### src/rtl/core/delayed_periodic_timer_defines.svh
// ----------------------------------------------------------------------------
// Delayed periodic timer assertion macros
// Property wrappers shared by the timer's checks, clocked on clk and
// disabled while arst_n is low.
// ----------------------------------------------------------------------------
`ifndef DELAYED_PERIODIC_TIMER_DEFINES_SVH
`define DELAYED_PERIODIC_TIMER_DEFINES_SVH

// same-cycle implication
`define DPT_ASSERT_NOW(label, ante, cons, msg) \
	label: assert property (@(posedge clk) disable iff (!arst_n) (ante) |-> (cons)) \
		else $error(msg);

// next-cycle implication
`define DPT_ASSERT_NEXT(label, ante, cons, msg) \
	label: assert property (@(posedge clk) disable iff (!arst_n) (ante) |=> (cons)) \
		else $error(msg);

`endif

### src/rtl/core/dpt_pkg.sv
// ----------------------------------------------------------------------------
// Delayed periodic timer package
// Tick width, compare width, register indexes and shared types.
// ----------------------------------------------------------------------------
package dpt_pkg;

	localparam int TICK_WIDTH = 32;
	localparam int REG_WIDTH  = 32;
	localparam int CMP_WIDTH  = (TICK_WIDTH > REG_WIDTH) ? TICK_WIDTH : REG_WIDTH;
	localparam int PROD_WIDTH = 2 * REG_WIDTH;
	localparam int CFG_IDX_W  = 2;

	typedef logic [TICK_WIDTH-1:0] tick_t;
	typedef logic [CMP_WIDTH-1:0]  cmp_t;
	typedef logic [REG_WIDTH-1:0]  reg_t;
	typedef logic [CFG_IDX_W-1:0]  cfg_idx_t;

	localparam cfg_idx_t CFG_FIRST_DELAY  = 2'd0;
	localparam cfg_idx_t CFG_PERIOD       = 2'd1;
	localparam cfg_idx_t CFG_REPEAT_LIMIT = 2'd2;

endpackage

### src/rtl/core/delayed_periodic_timer.sv
// ----------------------------------------------------------------------------
// Delayed periodic timer
// One timer session with an initial delay, a period and a repeat limit,
// polled with a free-running tick.
// ----------------------------------------------------------------------------
// Usage:
//   item channel (item_valid / item_stall): action and now_tick. action 1
//   starts a session at now_tick, action 0 polls at now_tick.
//   result channel (result_valid / result_stall): fire, finished and
//   fires_so_far, exactly one word per item, in order.
//   cfg channel (cfg_valid / cfg_ready): cfg_index 0 first_delay, 1 period,
//   2 repeat_limit; index 3 is dropped. cfg_ready is always high.
// Throughput: one item per cycle while the result is not stalled and no step
// recompute is pending; the poll logic is one subtract, add and compare pass
// between the input register and the result register; a word goes through
// both before it shows on the result channel. A period write recomputes the
// scheduled step with one 32x32 multiplier; the input register waits for it.
// Reset: configuration and session state clear to zero, as if a session had
// started at tick 0; no word is pending.
// Stall: a stalled result holds; one more item is taken into the input
// register, then item_stall rises until the result is taken.
// ----------------------------------------------------------------------------
`include "delayed_periodic_timer_defines.svh"

module delayed_periodic_timer
	import dpt_pkg::*;
(
	input  logic            clk,
	input  logic            arst_n,
	input  logic            item_valid,
	output logic            item_stall,
	input  logic            action,
	input  logic [31:0]     now_tick,
	output logic            result_valid,
	input  logic            result_stall,
	output logic            fire,
	output logic            finished,
	output logic [31:0]     fires_so_far,
	input  logic            cfg_valid,
	output logic            cfg_ready,
	input  cfg_idx_t        cfg_index,
	input  logic [31:0]     cfg_data
);

	reg_t  first_delay_q, period_q, repeat_limit_q;
	tick_t origin_q, last_lapse_q, step_q;
	reg_t  fired_count_q;
	logic  dirty_q;

	logic  valid_s1, action_s1;
	tick_t now_s1;

	logic  result_valid_q, fire_q, finished_q;
	reg_t  fires_q;

	logic  accept, advance, cfg_wr;
	logic  done_cur, done_new, in_delay, delay_ok, ready_ok, fire_new;
	tick_t delay_t, period_t, d0, d1, last_eff, base_tick;
	tick_t origin_n, last_lapse_n, step_n;
	reg_t  count_n, cnt_inc;
	logic [PROD_WIDTH-1:0] prod;

	assign cfg_ready = 1'b1;
	assign cfg_wr    = cfg_valid && cfg_ready;
	assign advance   = valid_s1 && !dirty_q && (!result_valid_q || !result_stall);
	assign item_stall = valid_s1 && !advance;
	assign accept    = item_valid && !item_stall;

	assign delay_t  = TICK_WIDTH'(cmp_t'(first_delay_q));
	assign period_t = TICK_WIDTH'(cmp_t'(period_q));
	assign cnt_inc  = fired_count_q + reg_t'(1);
	assign prod     = {{REG_WIDTH{1'b0}}, cnt_inc} * {{REG_WIDTH{1'b0}}, period_q};

	always_comb begin
		done_cur  = !repeat_limit_q[REG_WIDTH-1] && (fired_count_q > repeat_limit_q);
		in_delay  = (last_lapse_q == origin_q);
		d0        = now_s1 - origin_q;
		delay_ok  = cmp_t'(d0) >= cmp_t'(first_delay_q);
		ready_ok  = !in_delay || delay_ok;
		base_tick = origin_q + delay_t;
		last_eff  = in_delay ? base_tick : last_lapse_q;
		d1        = now_s1 - last_eff;
		fire_new  = 1'b0;
		origin_n     = origin_q;
		last_lapse_n = last_lapse_q;
		step_n       = step_q;
		count_n      = fired_count_q;
		if (action_s1) begin
			origin_n     = now_s1;
			last_lapse_n = now_s1;
			step_n       = period_t;
			count_n      = '0;
		end else if (!done_cur) begin
			if (in_delay && delay_ok) begin
				last_lapse_n = base_tick;
			end
			if (ready_ok && (cmp_t'(d1) >= cmp_t'(period_q))) begin
				fire_new     = 1'b1;
				count_n      = cnt_inc;
				last_lapse_n = base_tick + step_q;
				step_n       = step_q + period_t;
			end
		end
		done_new = !repeat_limit_q[REG_WIDTH-1] && (count_n > repeat_limit_q);
	end

	always_ff @(posedge clk or negedge arst_n) begin
		if (!arst_n) begin
			first_delay_q  <= '0;
			period_q       <= '0;
			repeat_limit_q <= '0;
			dirty_q        <= 1'b0;
		end else begin
			dirty_q <= 1'b0;
			if (cfg_wr) begin
				case (cfg_index)
					CFG_FIRST_DELAY:  first_delay_q  <= cfg_data;
					CFG_PERIOD: begin
						period_q <= cfg_data;
						dirty_q  <= 1'b1;
					end
					CFG_REPEAT_LIMIT: repeat_limit_q <= cfg_data;
					default: ;
				endcase
			end
		end
	end

	always_ff @(posedge clk or negedge arst_n) begin
		if (!arst_n) begin
			origin_q      <= '0;
			last_lapse_q  <= '0;
			step_q        <= '0;
			fired_count_q <= '0;
		end else if (dirty_q) begin
			step_q <= TICK_WIDTH'(prod);
		end else if (advance) begin
			origin_q      <= origin_n;
			last_lapse_q  <= last_lapse_n;
			step_q        <= step_n;
			fired_count_q <= count_n;
		end
	end

	always_ff @(posedge clk or negedge arst_n) begin
		if (!arst_n) begin
			valid_s1 <= 1'b0;
		end else if (accept) begin
			valid_s1 <= 1'b1;
		end else if (advance) begin
			valid_s1 <= 1'b0;
		end
	end

	always_ff @(posedge clk) begin
		if (accept) begin
			action_s1 <= action;
			now_s1    <= TICK_WIDTH'(cmp_t'(now_tick));
		end
	end

	always_ff @(posedge clk or negedge arst_n) begin
		if (!arst_n) begin
			result_valid_q <= 1'b0;
		end else if (advance) begin
			result_valid_q <= 1'b1;
		end else if (!result_stall) begin
			result_valid_q <= 1'b0;
		end
	end

	always_ff @(posedge clk) begin
		if (advance) begin
			fire_q     <= fire_new;
			finished_q <= done_new;
			fires_q    <= count_n;
		end
	end

	assign result_valid = result_valid_q;
	assign fire         = fire_q;
	assign finished     = finished_q;
	assign fires_so_far = fires_q;

	`DPT_ASSERT_NOW(a_no_work_in_recompute, dirty_q, !advance,
		"item processed while step is recomputed")
	`DPT_ASSERT_NEXT(a_start_clears, advance && action_s1,
		result_valid && !fire && !finished && (fires_so_far == '0),
		"start word not cleared")
	`DPT_ASSERT_NEXT(a_finished_holds, advance && !action_s1 && done_cur,
		result_valid && !fire && finished && (fires_so_far == $past(fired_count_q)),
		"finished session changed")
	`DPT_ASSERT_NEXT(a_fire_counts, advance && fire_new,
		fires_so_far == $past(fired_count_q) + reg_t'(1),
		"fire did not advance count")

endmodule

### config.mk
export PLATFORM = sky130hd
export DESIGN_NAME = delayed_periodic_timer
export DESIGN_NICKNAME = d
export VERILOG_FILES = /design/src/rtl/core/dpt_pkg.sv /design/src/rtl/core/delayed_periodic_timer.sv
export VERILOG_INCLUDE_DIRS = /design/src /design/src/rtl/core
export SDC_FILE = /design/constraint.sdc
export NUM_CORES = 2
export LEC_CHECK = 0
export ABC_CLOCK_PERIOD_IN_PS = 11700
export BUFFER_PORTS_ARGS = -buffer_cell sky130_fd_sc_hd__buf_2
export CORE_MARGIN = 5
export CORE_UTILIZATION = 64
export DETAILED_ROUTE_END_ITERATION = 16
export GPL_ROUTABILITY_DRIVEN = 0
export PLACE_DENSITY = 0.79
export SKIP_LAST_GASP = 1
export SYNTH_ARGS = -nofsm -noshare
export SYNTH_HDL_FRONTEND = slang
export SYNTH_SLANG_ARGS = --single-unit
### constraint.sdc
create_clock -name clk -period 11.7 [get_ports clk]
set_input_delay 2.925 -clock clk [delete_from_list [all_inputs] [get_ports clk]]
set_output_delay 2.925 -clock clk [all_outputs]
set_load 0.02 [all_outputs]
==> flow_metrics.env <==
export IMPL_vias=33044
export IMPL_grt_setup_unrepaired="false"
export IMPL_n_antenna_cell=0
export IMPL_io_buffers=107
export IMPL_grt_pass1_wl_um=185000
export IMPL_synth_cell_type_count=89
export IMPL_slowest_delay_ns=0.68
export IMPL_post_dp_cell_area_mm2=0.0408
export IMPL_start_kind="flip-flop"
export IMPL_fp_dieW_um=258
export IMPL_tns_ns=0
export IMPL_cp_slowest_cell="nand3_1"
export IMPL_row_count=91
export IMPL_cts_path_max_buffers=3
export IMPL_final_max_slew_violation_count=0
export IMPL_syn_area_per_cell_um2=8.69
export IMPL_cts_tree="done"
export IMPL_core_area_mm2=0.0614
export IMPL_hold_path_class="reg2reg"
export IMPL_placedCellCount=5313
export IMPL_worst_path_max_fanout=26
export IMPL_avgRoutedWirePerCell_um=22.0
export IMPL_crit_arrival_ns=10.88
export IMPL_tightest_slew_ns=1.38
export IMPL_clk_latency_ns=0.61
export IMPL_critPathKind="reg2reg"
export IMPL_drtIter0Drc=3248
export IMPL_hold_violations=0
export IMPL_routed_via_density=6.15
export IMPL_synth_main_ff_cell="dfrtp_1"
export IMPL_grt_max_degree=158
export IMPL_syn_to_final_growth_pct=6.20
export IMPL_required_ns=12.04
export IMPL_p_leak_nw=20.7
export IMPL_route_antenna_remaining_nets=0
export IMPL_drv_cap=0
export IMPL_synth_seq_cells=294
export IMPL_yosysWarnings=0
export IMPL_synthCells=4544
export IMPL_start_util_pct=64.3
export IMPL_grt_total_usage_pct=35.3
export IMPL_antenna_found_initial=1
export IMPL_hold_ws_ns=0.506
export IMPL_wl_um=118000
export IMPL_powerDensity_mw_per_mm2=209
export IMPL_holdBufCountCts=0
export IMPL_overflow=0
export IMPL_post_cts_buffers=0
export IMPL_mostFrequentLayoutCell="nand2_1"
export IMPL_stdcell_area_mm2=0.0419
export IMPL_cts_htree_levels=1
export IMPL_syn_area_mm2=0.0395
export IMPL_period_share_pct=90.1
export IMPL_syn_nets=5436
export IMPL_preCtsSetupSlack_ns=1.44
export IMPL_outcome="completed"
export IMPL_peakVddDrop_mv=0.168
export IMPL_cts_sinks=294
export IMPL_period_minus_slack_ns=10.54
export IMPL_ioPinCount=109
export IMPL_cts_root_buffer="clkbuf_16"
export IMPL_die_h_um=258
export IMPL_max_freq_mhz=94.9
export IMPL_maxSlewHeadroom_pct=7.86
export IMPL_finalSetupViolCount=0
export IMPL_drive_above_1_share_pct=7.49
export IMPL_grt_pass1_vias=33218
export IMPL_fin_cells=5371
export IMPL_worstSetupEndpointType="flip-flop"
export IMPL_fin_ws_ns=1.16
export IMPL_cts_resized=0
export IMPL_clk_pin_slew_ns=0.07
export IMPL_synthArstFlopShare_pct=77.2
export IMPL_nNetsFinal=5448
export IMPL_seq_area_frac_synth_pct=19.5
export IMPL_dp_hpwl_um=93600
export IMPL_synth_edff_count=67
export IMPL_drtPass1Iterations=5
export IMPL_drc_errors=0
export IMPL_cts_made_buffers=31
export IMPL_postLayoutCoreUtil_pct=68.3
export IMPL_die_area_mm2=0.0667
export IMPL_layout_common_cells="nand2_1 (703), inv_1 (686), fa_1 (413)"
export IMPL_finalPower_mw=8.78
export IMPL_fin_skew_ns=0.0186
[area by class of cell]
class                           count  area [um^2]
Sequential cell                   294         7690
Inverter                          689         2590
Multi-Input combinational cell   3375        28600
Clock buffer                       40          891
Tap cell                          790          988
Timing Repair Buffer              165          993
Fill cell                        4888        19500
Clock inverter                     18          180
[metal layers]
metal / GRT usage, % / routed length [um] / up-vias
met3: 5.90 / 11700 / 409
met2: 55.1 / 52500 / 1764
met5: 0 / 0 / -
met4: 19.0 / 8210 / 0
met1: 47.6 / 46000 / 15994
li1: - / - / 14877
[worst max-delay path: cells and delay by family (launching register included)]
family	cells	cell delay (ns)
buf+inv	2	0.56
flops	1	0.42
compound gates	19	3.95
xor+xnor	3	0.74
simple gates	15	2.83
mux	1	0.13
fa+ha+maj	5	1.60
[state kept, by name, indices dropped and copies added (netlist names)]
register and count:
repeat_limit_q 32, fires_so_far 32, fired_count_q 32, result_valid 1
last_lapse_q 32, step_q 32, action_s1 1, valid_s1 1
delay_t 32, period_q 32, fire 1, now_s1 32
finished 1, origin_q 32, dirty_q 1
[final timing paths]
kind	end	from	slack (ns)	cells after the start
min in group asynchronous	repeat_limit_q[30]$_DFFE_PN0P_	arst_n	2.22	1
max in group asynchronous	delay_t[14]$_DFFE_PN0P_	arst_n	7.51	3
min	repeat_limit_q[22]$_DFFE_PN0P_	repeat_limit_q[22]$_DFFE_PN0P_	0.51	1
min reg2reg	repeat_limit_q[22]$_DFFE_PN0P_	repeat_limit_q[22]$_DFFE_PN0P_	0.51	1
max reg2reg	finished$_DFFE_PP_	origin_q[0]$_DFFE_PN0P_	1.16	45
max	finished$_DFFE_PP_	origin_q[0]$_DFFE_PN0P_	1.16	45
[Yosys cell counts (all sizes together), types with 6 or more instances]
cell type | number | area share [%]
nand2b | 35 | 0.55
o41ai | 7 | 0.19
nor3 | 44 | 0.61
and3 | 26 | 0.41
clkbuf | 174 | 1.7
nand3 | 56 | 0.77
a41oi | 6 | 0.13
o211ai | 17 | 0.32
o21a | 37 | 0.70
xor2 | 106 | 2.4
a31oi | 14 | 0.22
a211o | 10 | 0.22
o311ai | 8 | 0.18
or2 | 11 | 0.17
mux2i | 61 | 1.5
nor2 | 180 | 1.7
o31ai | 30 | 0.57
buf | 12 | 0.16
or3 | 18 | 0.29
a211oi | 23 | 0.45
a21oi | 211 | 2.7
nor2b | 38 | 0.60
edfxtp | 67 | 5.1
a21o | 110 | 2.1
nor3b | 6 | 0.11
o21bai | 26 | 0.49
o21ai | 268 | 3.4
and2 | 118 | 1.9
dfrtp | 227 | 14
nand4 | 38 | 0.64
and4 | 9 | 0.20
xnor2 | 183 | 4.1
inv | 689 | 6.6
nand2 | 704 | 6.7
ha | 407 | 13
nor4 | 17 | 0.38
mux2 | 61 | 1.7
fa | 413 | 21
[report_power, final]
part           total [mW]  internal [mW]  switching (mW)
Combinational        6.13           2.46            3.67
Sequential           1.60           1.29           0.306
Clock                1.05          0.604           0.444
[cells by family (layout without fill, tap and decap cells)]
logic type | count (synthesis) | count (layout) | share of synthesized area, %
fa+ha+maj | 820 | 820 | 33.9
buf+inv | 875 | 912 | 8.37
compound gates | 827 | 827 | 13.0
flops | 294 | 294 | 19.5
other cells | 1 | 1 | 0.00950
xor+xnor | 292 | 292 | 6.68
mux | 122 | 122 | 3.29
simple gates | 1313 | 1313 | 15.3
Power figures use the tool's default switching activity.
